--- src/mhn_pkg.sv ---
// mhn_pkg: shared constants and types for the held-note tracker
// message codes, the "none" value and the result record
// no dependencies
package mhn_pkg;

	localparam int LIST_DEPTH_DEF = 16;
	localparam int HELD_W         = 5;

	localparam logic [2:0] OP_NOTE_ON       = 3'd0;
	localparam logic [2:0] OP_NOTE_OFF      = 3'd1;
	localparam logic [2:0] OP_POLY_PRESSURE = 3'd2;
	localparam logic [2:0] OP_CHAN_PRESSURE = 3'd3;

	localparam logic signed [7:0] NONE_VALUE = -8'sd1;

	typedef struct packed {
		logic [HELD_W-1:0] held_count;
		logic signed [7:0] newest_note;
		logic signed [7:0] velocity_now;
		logic signed [7:0] pressure_now;
		logic              trigger_pulse;
		logic              overflow;
	} res_t;

endpackage

--- src/mhn_note_mem.sv ---
// mhn_note_mem: storage for the held-note list
// one write port, one read port with registered read data
// no package dependencies
module mhn_note_mem #(
	parameter int DEPTH = 16,
	parameter int AW    = 4
) (
	input  logic          clk,
	input  logic          we,
	input  logic [AW-1:0] waddr,
	input  logic [6:0]    wdata,
	input  logic [AW-1:0] raddr,
	output logic [6:0]    rdata
);

	logic [6:0] mem_q [DEPTH];
	logic [6:0] rdata_q;

	always_ff @(posedge clk) begin
		if (we) begin
			mem_q[waddr] <= wdata;
		end
		rdata_q <= mem_q[raddr];
	end

	assign rdata = rdata_q;

endmodule

--- src/mhn_seq.sv ---
// mhn_seq: sequencer for the held-note list
// walks the list one entry per cycle with a single compare unit, then shifts
// depends on mhn_pkg and drives mhn_note_mem
module mhn_seq #(
	parameter int LIST_DEPTH = 16,
	parameter int AW         = 4
) (
	input  logic          clk,
	input  logic          arst_n,
	input  logic          in_valid,
	output logic          in_stall,
	input  logic [2:0]    op,
	input  logic [6:0]    data_first,
	input  logic [6:0]    data_second,
	output logic          res_valid,
	input  logic          res_take,
	output mhn_pkg::res_t res,
	output logic          mem_we,
	output logic [AW-1:0] mem_waddr,
	output logic [6:0]    mem_wdata,
	output logic [AW-1:0] mem_raddr,
	input  logic [6:0]    mem_rdata
);
	import mhn_pkg::*;

	localparam int CW = $clog2(LIST_DEPTH + 1);

	typedef enum logic [2:0] {
		ST_IDLE,
		ST_SEARCH,
		ST_SHIFT,
		ST_FETCH,
		ST_LOAD,
		ST_DONE
	} state_t;

	state_t            state_q;
	logic [CW-1:0]     total_q;
	logic [CW-1:0]     idx_q;
	logic [6:0]        key_q;
	logic signed [7:0] vel_q;
	logic signed [7:0] pres_q;
	logic signed [7:0] newest_q;
	logic              trig_q;
	logic              ovf_q;

	logic              accept;
	logic              full;
	logic [CW:0]       idx_p1;
	logic [CW:0]       idx_p2;
	logic [CW-1:0]     total_m1;
	logic              more;
	logic [CW+4:0]     count_ext;

	assign accept   = in_valid && !in_stall;
	assign in_stall = (state_q != ST_IDLE);
	assign full     = (total_q == CW'(LIST_DEPTH));
	assign idx_p1   = {1'b0, idx_q} + (CW+1)'(1);
	assign idx_p2   = {1'b0, idx_q} + (CW+1)'(2);
	assign total_m1 = total_q - CW'(1);
	// entry idx+1 still inside the list
	assign more     = (idx_p1 < {1'b0, total_q});

	always_comb begin
		mem_we    = 1'b0;
		mem_waddr = idx_q[AW-1:0];
		mem_wdata = mem_rdata;
		mem_raddr = idx_p1[AW-1:0];
		case (state_q)
			ST_IDLE: begin
				mem_waddr = total_q[AW-1:0];
				mem_wdata = data_first;
				mem_raddr = '0;
				mem_we    = accept && (op == OP_NOTE_ON) && !full;
			end
			ST_SHIFT: begin
				mem_we    = more;
				mem_raddr = idx_p2[AW-1:0];
			end
			ST_FETCH: begin
				mem_raddr = total_q[AW-1:0] - AW'(1);
			end
			default: begin
			end
		endcase
	end

	always_ff @(posedge clk or negedge arst_n) begin
		if (!arst_n) begin
			state_q  <= ST_IDLE;
			total_q  <= '0;
			idx_q    <= '0;
			vel_q    <= NONE_VALUE;
			pres_q   <= NONE_VALUE;
			newest_q <= NONE_VALUE;
			trig_q   <= 1'b0;
			ovf_q    <= 1'b0;
		end else begin
			case (state_q)
				ST_IDLE: begin
					if (accept) begin
						trig_q  <= 1'b0;
						ovf_q   <= 1'b0;
						key_q   <= data_first;
						idx_q   <= '0;
						state_q <= ST_DONE;
						case (op)
							OP_NOTE_ON: begin
								trig_q <= 1'b1;
								vel_q  <= {1'b0, data_second};
								if (full) begin
									ovf_q <= 1'b1;
								end else begin
									total_q  <= total_q + CW'(1);
									newest_q <= {1'b0, data_first};
								end
							end
							OP_NOTE_OFF: begin
								if (total_q == '0) begin
									vel_q  <= NONE_VALUE;
									pres_q <= NONE_VALUE;
								end else begin
									state_q <= ST_SEARCH;
								end
							end
							OP_POLY_PRESSURE: pres_q <= {1'b0, data_second};
							OP_CHAN_PRESSURE: pres_q <= {1'b0, data_first};
							default: begin
							end
						endcase
					end
				end
				ST_SEARCH: begin
					if (mem_rdata == key_q) begin
						state_q <= ST_SHIFT;
					end else if (more) begin
						idx_q <= idx_p1[CW-1:0];
					end else begin
						state_q <= ST_DONE;
					end
				end
				ST_SHIFT: begin
					if (more) begin
						idx_q <= idx_p1[CW-1:0];
					end else begin
						total_q <= total_m1;
						state_q <= ST_FETCH;
					end
				end
				ST_FETCH: begin
					state_q <= ST_LOAD;
				end
				ST_LOAD: begin
					if (total_q == '0) begin
						newest_q <= NONE_VALUE;
						vel_q    <= NONE_VALUE;
						pres_q   <= NONE_VALUE;
					end else begin
						newest_q <= {1'b0, mem_rdata};
					end
					state_q <= ST_DONE;
				end
				ST_DONE: begin
					if (res_take) begin
						state_q <= ST_IDLE;
					end
				end
				default: state_q <= ST_IDLE;
			endcase
		end
	end

	assign count_ext = (CW+5)'(total_q);

	assign res_valid         = (state_q == ST_DONE);
	assign res.held_count    = count_ext[HELD_W-1:0];
	assign res.newest_note   = newest_q;
	assign res.velocity_now  = vel_q;
	assign res.pressure_now  = pres_q;
	assign res.trigger_pulse = trig_q;
	assign res.overflow      = ovf_q;

	a_total_bound: assert property (@(posedge clk) disable iff (!arst_n)
		total_q <= CW'(LIST_DEPTH))
		else $error("held total beyond list depth");

	a_empty_clears: assert property (@(posedge clk) disable iff (!arst_n)
		(state_q == ST_LOAD && total_q == '0) |=>
		(vel_q == NONE_VALUE && pres_q == NONE_VALUE && newest_q == NONE_VALUE))
		else $error("empty list did not clear velocity and pressure");

	a_remove_one: assert property (@(posedge clk) disable iff (!arst_n)
		(state_q == ST_SHIFT && !more) |=> (total_q == $past(total_m1)))
		else $error("removal did not drop exactly one entry");

	a_write_where: assert property (@(posedge clk) disable iff (!arst_n)
		mem_we |-> (state_q == ST_IDLE || state_q == ST_SHIFT))
		else $error("list written outside append or shift");

endmodule

--- src/midi_held_note_tracker.sv ---
// Held-note tracker for decoded MIDI channel messages.
// Input channel: in_valid / in_stall with op, data_first, data_second; a
// transfer happens at a clock edge with in_valid high and in_stall low.
// Output channel: out_valid / out_stall with held_count, newest_note,
// velocity_now, pressure_now, trigger_pulse, overflow; one result per message.
// Note-on, pressure and ignored codes pass through the sequencer result
// registers to the output register. Note-off walks the list one entry per cycle
// through a single compare unit, then shifts the later entries down one per
// cycle through the one-read, one-write list memory, then fetches the new
// newest note (search, shift, fetch, load states); when the note is not held
// it stops after the search, and an empty list skips the search.
// in_stall is high while a message is in work and while its result waits
// for room in the output register. The output register is separate, so the
// next message is taken while an earlier result still sits on the outputs.
// When out_stall is high the result holds and the block stops once the
// following result is also finished.
// Reset: held count 0, velocity and pressure -1, no result pending. The list
// memory is not cleared; only entries below the count are ever used.
// depends on mhn_pkg, mhn_seq, mhn_note_mem
module midi_held_note_tracker #(
	parameter int LIST_DEPTH = mhn_pkg::LIST_DEPTH_DEF
) (
	input  logic              clk,
	input  logic              arst_n,
	input  logic              in_valid,
	output logic              in_stall,
	input  logic [2:0]        op,
	input  logic [6:0]        data_first,
	input  logic [6:0]        data_second,
	output logic              out_valid,
	input  logic              out_stall,
	output logic [4:0]        held_count,
	output logic signed [7:0] newest_note,
	output logic signed [7:0] velocity_now,
	output logic signed [7:0] pressure_now,
	output logic              trigger_pulse,
	output logic              overflow
);
	import mhn_pkg::*;

	localparam int AW = (LIST_DEPTH > 1) ? $clog2(LIST_DEPTH) : 1;

	logic          res_valid;
	logic          res_take;
	res_t          res;
	res_t          out_q;
	logic          out_valid_q;
	logic          mem_we;
	logic [AW-1:0] mem_waddr;
	logic [6:0]    mem_wdata;
	logic [AW-1:0] mem_raddr;
	logic [6:0]    mem_rdata;

	mhn_seq #(
		.LIST_DEPTH (LIST_DEPTH),
		.AW         (AW)
	) u_seq (
		.clk         (clk),
		.arst_n      (arst_n),
		.in_valid    (in_valid),
		.in_stall    (in_stall),
		.op          (op),
		.data_first  (data_first),
		.data_second (data_second),
		.res_valid   (res_valid),
		.res_take    (res_take),
		.res         (res),
		.mem_we      (mem_we),
		.mem_waddr   (mem_waddr),
		.mem_wdata   (mem_wdata),
		.mem_raddr   (mem_raddr),
		.mem_rdata   (mem_rdata)
	);

	mhn_note_mem #(
		.DEPTH (LIST_DEPTH),
		.AW    (AW)
	) u_mem (
		.clk   (clk),
		.we    (mem_we),
		.waddr (mem_waddr),
		.wdata (mem_wdata),
		.raddr (mem_raddr),
		.rdata (mem_rdata)
	);

	// load the output register when it is empty or its transfer completes
	assign res_take = res_valid && (!out_valid_q || !out_stall);

	always_ff @(posedge clk or negedge arst_n) begin
		if (!arst_n) begin
			out_valid_q <= 1'b0;
		end else if (res_take) begin
			out_valid_q <= 1'b1;
		end else if (!out_stall) begin
			out_valid_q <= 1'b0;
		end
	end

	always_ff @(posedge clk) begin
		if (res_take) begin
			out_q <= res;
		end
	end

	assign out_valid     = out_valid_q;
	assign held_count    = out_q.held_count;
	assign newest_note   = out_q.newest_note;
	assign velocity_now  = out_q.velocity_now;
	assign pressure_now  = out_q.pressure_now;
	assign trigger_pulse = out_q.trigger_pulse;
	assign overflow      = out_q.overflow;

endmodule
--- config.mk ---
export PLATFORM = sky130hd
export DESIGN_NAME = midi_held_note_tracker
export DESIGN_NICKNAME = d
export VERILOG_FILES = /design/src/mhn_pkg.sv /design/src/mhn_note_mem.sv /design/src/mhn_seq.sv /design/src/midi_held_note_tracker.sv
export SDC_FILE = /design/constraint.sdc
export NUM_CORES = 1
export LEC_CHECK = 0
export BUFFER_PORTS_ARGS = -buffer_cell sky130_fd_sc_hd__buf_2
export CAP_MARGIN = 15
export CELL_PAD_IN_SITES_DETAIL_PLACEMENT = 1
export CELL_PAD_IN_SITES_GLOBAL_PLACEMENT = 1
export CORE_UTILIZATION = 55
export CTS_BUF_LIST = sky130_fd_sc_hd__clkbuf_8
export DETAILED_ROUTE_END_ITERATION = 6
export PLACE_DENSITY = 0.89
export SETUP_SLACK_MARGIN = 0.05
export SLEW_MARGIN = 20
export SYNTH_ARGS = -nofsm -noshare
export SYNTH_HDL_FRONTEND = slang
export SYNTH_SLANG_ARGS = --single-unit
--- constraint.sdc ---
create_clock -name clk -period 7 [get_ports clk]
set_input_delay 1.4 -clock clk [delete_from_list [all_inputs] [get_ports clk]]
set_output_delay 1.4 -clock clk [all_outputs]
set_load 0.02 [all_outputs]
==> results_dict.tcl, run 1 <==
set metrics [dict create \
    outcome "finished, violations left" \
    failed_checks "DRC" \
    start_util 0.570 \
    min_path_type "reg -> reg" \
    drc_errors 8 \
    synth.top_cell.area_share 0.535 \
    clock_path_buffers 2 \
    layout_common_cells "150 x edfxtp_1, 56 x nand2_1, 53 x buf_2, 35 x nor2_1, 31 x inv_1" \
    synth_ff_type "edfxtp_1" \
    grt_pass1_wl_microns 33400 \
    skew_ns 0.0126 \
    start_kind "input pin" \
    seqCellArea_sq_um 5680 \
    grt.total_usage 0.292 \
    finalPower_mw 4.26 \
    crit_path_start "op[0]" \
    synth_area_leaders "edfxtp_1 54%, dfstp_2 7.5%, dfrtp_1 4.8%" \
    cp_max_fo 11 \
    synth-seq-cells 197 \
    hold_viol 0 \
    cts.sinks 197 \
    coreArea_sq_um 14800 \
    ys_types 66 \
    first_iter_violations 535 \
    syn_to_final_growth_pct 8.88 \
    period_needed_ns 3.78 \
    htree_levels 4 \
    fillers 1365 \
    cap_violations 0 \
    p_leak_nw 3.40 \
    wirelength_microns 21800 \
    io_pins 54 \
    drt_pre_antenna_iters 7 \
    wl_per_cell_microns 27.5 \
    vdd_drop_max_mv 0.201 \
    cts_setup_buffers 0 \
    fin_tns_setup_ns 0 \
    clkTransAtPathRegs_ns 0.09 \
    diodes 0 \
    min_from "u_seq.ovf_q$_DFFE_PN0P_" \
    grt_max_degree 42 \
    yosysWarnings 0 \
    placed_area_sq_um 8770 \
    vias_per_cell 6.54 \
    cts_resized 0 \
    synth_fp_nets 574 \
    synth_edf_count 150 \
    maxSlewHeadroom 0.264 \
    synth_area_per_cell_sq_um 15.6 \
    vias 5181 \
    grt_pass1_vias 5506 \
    finalCoreUtilization 0.621 \
    cts-root-buf "clkbuf_8" \
    cts_buffers 17 \
    grt_antenna_before_repair 0 \
    setup_violations 0 \
    max_freq_ghz 0.264 \
    rows 44 \
    grt_overflow 0 \
    die_width_microns 126 \
    cts_tree "yes" \
    die-area_sq_um 15800 \
    drive_above_1_share 0.257 \
    cts-hold-fix-buffers 0 \
    syn-instance-count 541 \
    rsz0062_at_grt "false" \
    final_common_cell "edfxtp_1" \
    p_per_area_nw_per_um2 466 \
    multi_input_comb_area_sq_um 2460 \
    required_ns 7.10 \
    finalCritPeriodShare 0.541 \
    fin_area_sq_um 9160 \
    synthArstFlopShare 0.203 \
    drv_slew 0 \
    worstMarginPinSlew_ns 1.10 \
    postRouteAntennaNets 0 \
    ys_seq_area_frac 0.675 \
    place.gp.congestion 0.823 \
    worstSkewPairLatency_ns 0.47 \
    yosysTopAreaCell "edfxtp_1" \
    hpwlAfterDp_microns 15300 \
    worst_slack_ns 3.22 \
    cp-end-kind "flip-flop" \
    syn_area_sq_um 8410 \
    r2r-start "u_seq.state_q[2]$_DFFE_PN0P_" \
    worstSetupPathType "in -> reg" \
    nNetsFinal 628 \
    place_ws_ns 2.77 \
    die_y_microns 126 \
    port_buffers 53 \
    cp.arrival_ns 3.89 \
]
## synth_stat cells (5+ instances only)
master    instances
xor2_1            8
mux2i_1          10
inv_1            29
mux4_1           13
xnor2_1          10
o22a_2            7
dfrtp_1          16
o211ai_1          8
o221ai_1          8
nor3_1           11
dfxtp_1           7
clkbuf_1         10
a22oi_1          16
nand2_1          56
ha_1             11
nor2_1           35
o21ai_0           8
buf_6             5
mux4_2           15
a22o_1            7
a31oi_1           6
dfstp_2          24
a21oi_1           9
edfxtp_1        150
## routing by layer
layer  vias up  share of wire  GRT usage
met5         -              0          0
met4         0          0.028      0.108
met3        47          0.066     0.0556
met2       266           0.51      0.495
met1      2686           0.39      0.377
li1       2182              -          -
## through the flow
step | hold WS, ns | instances
after CTS | 0.493 | 792
after global routing | 0.505 | 792
after floorplan | 0.423 | 541
after global placement | 0.461 | 760
final | 0.489 | 792
after detailed placement | 0.474 | 760
## state kept, by name, indices dropped and copies added, names as in the netlist, 3 cells and up
register        flops
u_mem.mem_q       112
newest_note         8
pressure_now        8
u_seq.newest_q      8
u_seq.pres_q        8
u_seq.vel_q         8
velocity_now        8
u_mem.rdata         7
u_seq.key_q         7
held_count          5
u_seq.idx_q         5
u_seq.total_q       5
u_seq.state_q       3
## area by class of cell
type                       instances  area share
sequential                       197       0.620
multi-input combinational        292       0.269
timing repair buffer              56      0.0314
clock buffer                      17      0.0255
tap                              184      0.0251
clock inverter                    15      0.0171
inverter                          31      0.0127
## worst paths after layout
kind | cells past startpoint | to | slack, ns
setup / recovery | 7 | u_mem.mem_q[11][5]$_DFFE_PP_ | 3.22
hold / removal | 0 | overflow$_DFFE_PP_ | 0.49
setup reg to reg | 7 | u_mem.rdata[6]$_DFF_P_ | 3.35
hold reg to reg | 0 | overflow$_DFFE_PP_ | 0.49
max in group asynchronous | 1 | u_seq.state_q[1]$_DFFE_PN0P_ | 5.35
min in group asynchronous | 1 | u_seq.total_q[4]$_DFFE_PN0P_ | 1.07
## worst max-delay path: stages
cell	delay [ns]
buf_2	0.20
or4b_4	0.52
or2_1	0.39
a31oi_4	0.40
a21o_2	0.18
nand2_1	0.17
nor2_1	0.62
## kinds of logic (layout without fill, tap and decap cells)
family,Yosys count,count (layout),share of synthesized area
xor+xnor,18,18,0.0187
buf+inv,52,119,0.0348
simple gates,129,129,0.0706
flops,197,197,0.675
fa+ha+maj,12,12,0.0187
compound gates,94,94,0.0880
mux,39,39,0.0944
## power by group
group / switching (mW) / internal [mW]
combinational: 1.07 / 0.580
clock: 0.407 / 0.321
sequential: 0.206 / 1.69
Power figures use the tool's default switching activity.
==> inputs of run 2 (changes only) <==
Settings changed: CORE_UTILIZATION 55 to 53, PLACE_DENSITY 0.89 to 0.87.
Clock period 7 ns to 3.49 ns, I/O delays scaled along.
==> results_dict.tcl, run 2 (synthesized netlist as in run 1, its figures left out) <==
set metrics [dict create \
    die_y_microns 128 \
    crit_path_start "u_seq.idx_q[0]$_DFFE_PN0P_" \
    cp.arrival_ns 3.43 \
    switchingPower_mw 3.31 \
    met2_usage 0.467 \
    clkTransAtPathRegs_ns 0.10 \
    drc_errors 0 \
    wirelength_microns 20200 \
    cp_slowest_stage_delay_ns 0.60 \
    cts-hold-fix-buffers 0 \
    grt_antenna_before_repair 0 \
    drt_pre_antenna_iters 4 \
    final_common_cell "edfxtp_1" \
    cp_cell_sequence "ha_1 -> nand3_1 -> xnor2_1 -> inv_1 -> ha_1 -> a41oi_1 -> o21ai_0 -> nor2_1 -> a21o_2 -> o21ai_1 -> nor2_1" \
    timing.hold.ws_ns 0.333 \
    setup_violations 0 \
    nNetsFinal 641 \
    start_util 0.547 \
    busiest_layer "met2" \
    clock_path_buffers 2 \
    required_ns 3.61 \
    cts-root-buf "clkbuf_8" \
    syn_to_final_growth_pct 10.9 \
    max_freq_ghz 0.302 \
    port_buffers 53 \
    power.internal_mw 5.17 \
    p_leak_nw 3.45 \
    grt_max_degree 41 \
    largest-register "u_mem.mem_q" \
    cts_buffers 17 \
    worstSetupPathType "reg -> reg" \
    grt_pass1_vias 5424 \
    vias 5057 \
    finalPower_mw 8.47 \
    io_pins 54 \
    fin_tns_setup_ns 0 \
    cp_slowest_cell "dfrtp_1" \
    min_path_type "in -> async" \
    worstMarginPinSlew_ns 0.971 \
    cts.sinks 197 \
    combPwrFrac 0.394 \
    hpwlAfterDp_microns 14300 \
    hold_viol 0 \
    diodes 0 \
    grt.total_usage 0.266 \
    rsz0062_at_grt "true" \
    worstSkewPairLatency_ns 0.48 \
    outcome "finished, final reports clean" \
    cts_resized 0 \
    period_needed_ns 3.31 \
    skew_ns 0.0137 \
    die_width_microns 128 \
    finalCritPeriodShare 0.949 \
    maxSlewHeadroom 0.348 \
    cts_tree "yes" \
    postRouteAntennaNets 0 \
    grtUsageMet3 0.0488 \
    placed_area_sq_um 8900 \
    coreArea_sq_um 15400 \
    drive_above_1_share 0.290 \
    cts_setup_buffers 0 \
    fin_area_sq_um 9330 \
    p_per_area_nw_per_um2 908 \
    htree_levels 4 \
    place_ws_ns 0.221 \
    use_met1 0.327 \
    p_clk_frac 0.170 \
    die-area_sq_um 16400 \
    vias_per_cell 6.09 \
    layout_common_cells "150 x edfxtp_1, 56 x nand2_1, 53 x buf_2, 29 x inv_1, 26 x nor2_1" \
    grt_overflow 0 \
    largest_register_ffs 112 \
    cap_violations 0 \
    drv_slew 0 \
    place.gp.congestion 0.909 \
    cp_max_fo 11 \
    vdd_drop_max_mv 0.414 \
    start_kind "flip-flop" \
    r2r-start "u_seq.idx_q[0]$_DFFE_PN0P_" \
    grt_pass1_wl_microns 31400 \
    seq_power_share 0.437 \
    swShare 0.390 \
    worst_slack_ns 0.178 \
    first_iter_violations 376 \
    rows 45 \
    wl_per_cell_microns 24.3 \
    cp-end-kind "flip-flop" \
]
## run 2: changes by cell type in the layout (fill, tap and decap cells not counted)
cell	before	now
buf_4	3	16
bufinv_16	2	1
clkinv_2	1	0
clkinv_4	2	1
clkinvlp_4	3	4
inv_1	31	29
inv_6	2	4
inv_8	2	3
nor2_1	35	26
nor2_2	0	4
nor2_4	0	5
o311ai_1	1	0
o311ai_2	0	1
## run 2: worst max-delay path, delay by kind of cell, from the launching register on
kind	cells	cell delay [ns]
AO/OA/AOI/OAI	4	0.68
buffers and inverters	1	0.07
flip-flops	1	0.60
XOR/XNOR	1	0.19
AND/OR/NAND/NOR	3	0.91
adder cells (fa/ha/maj)	2	0.49
## run 2: per-layer routing
metal	up-vias	wire, microns
li1	2207	-
met3	37	1030
met4	0	506
met1	2627	8030
met2	186	10600
met5	-	0
## run 2: cell type report
class / count / area (sq um)
Multi-Input combinational cell: 292 / 2510
Clock inverter: 14 / 141
Sequential cell: 197 / 5680
Fill cell: 1413 / 6040
Tap cell: 211 / 264
Timing Repair Buffer: 69 / 385
Inverter: 31 / 116
Clock buffer: 17 / 234
## run 2: worst paths after layout
path	end	slack [ns]	depth (start not counted)
setup / recovery	u_mem.mem_q[13][3]$_DFFE_PP_	0.18	11
hold / removal	u_seq.idx_q[1]$_DFFE_PN0P_	0.33	2
setup reg to reg	u_mem.mem_q[13][3]$_DFFE_PP_	0.18	11
hold reg to reg	trigger_pulse$_DFFE_PP_	0.47	0
max in group asynchronous	u_seq.vel_q[6]$_DFFE_PN1P_	2.78	2
min in group clk	u_seq.key_q[1]$_DFFE_PP_	0.46	1
## run 2: power groups by stage
stage / clock network (mW) / logic (mW) / registers (mW)
2_1_floorplan: 0 / 2.23 / 3.76
3_3_place_gp: 0 / 3.10 / 3.70
3_5_place_dp: 0 / 3.26 / 3.75
4_1_cts: 1.45 / 3.30 / 3.70
5_1_grt: 1.51 / 3.60 / 3.74
6_report: 1.44 / 3.34 / 3.70
## run 2: metrics by stage
step	std cells	util
final	831	0.607
after global routing	831	0.607
after CTS	831	0.604
after detailed placement	800	0.579
after global placement	800	0.579
after floorplan	541	-
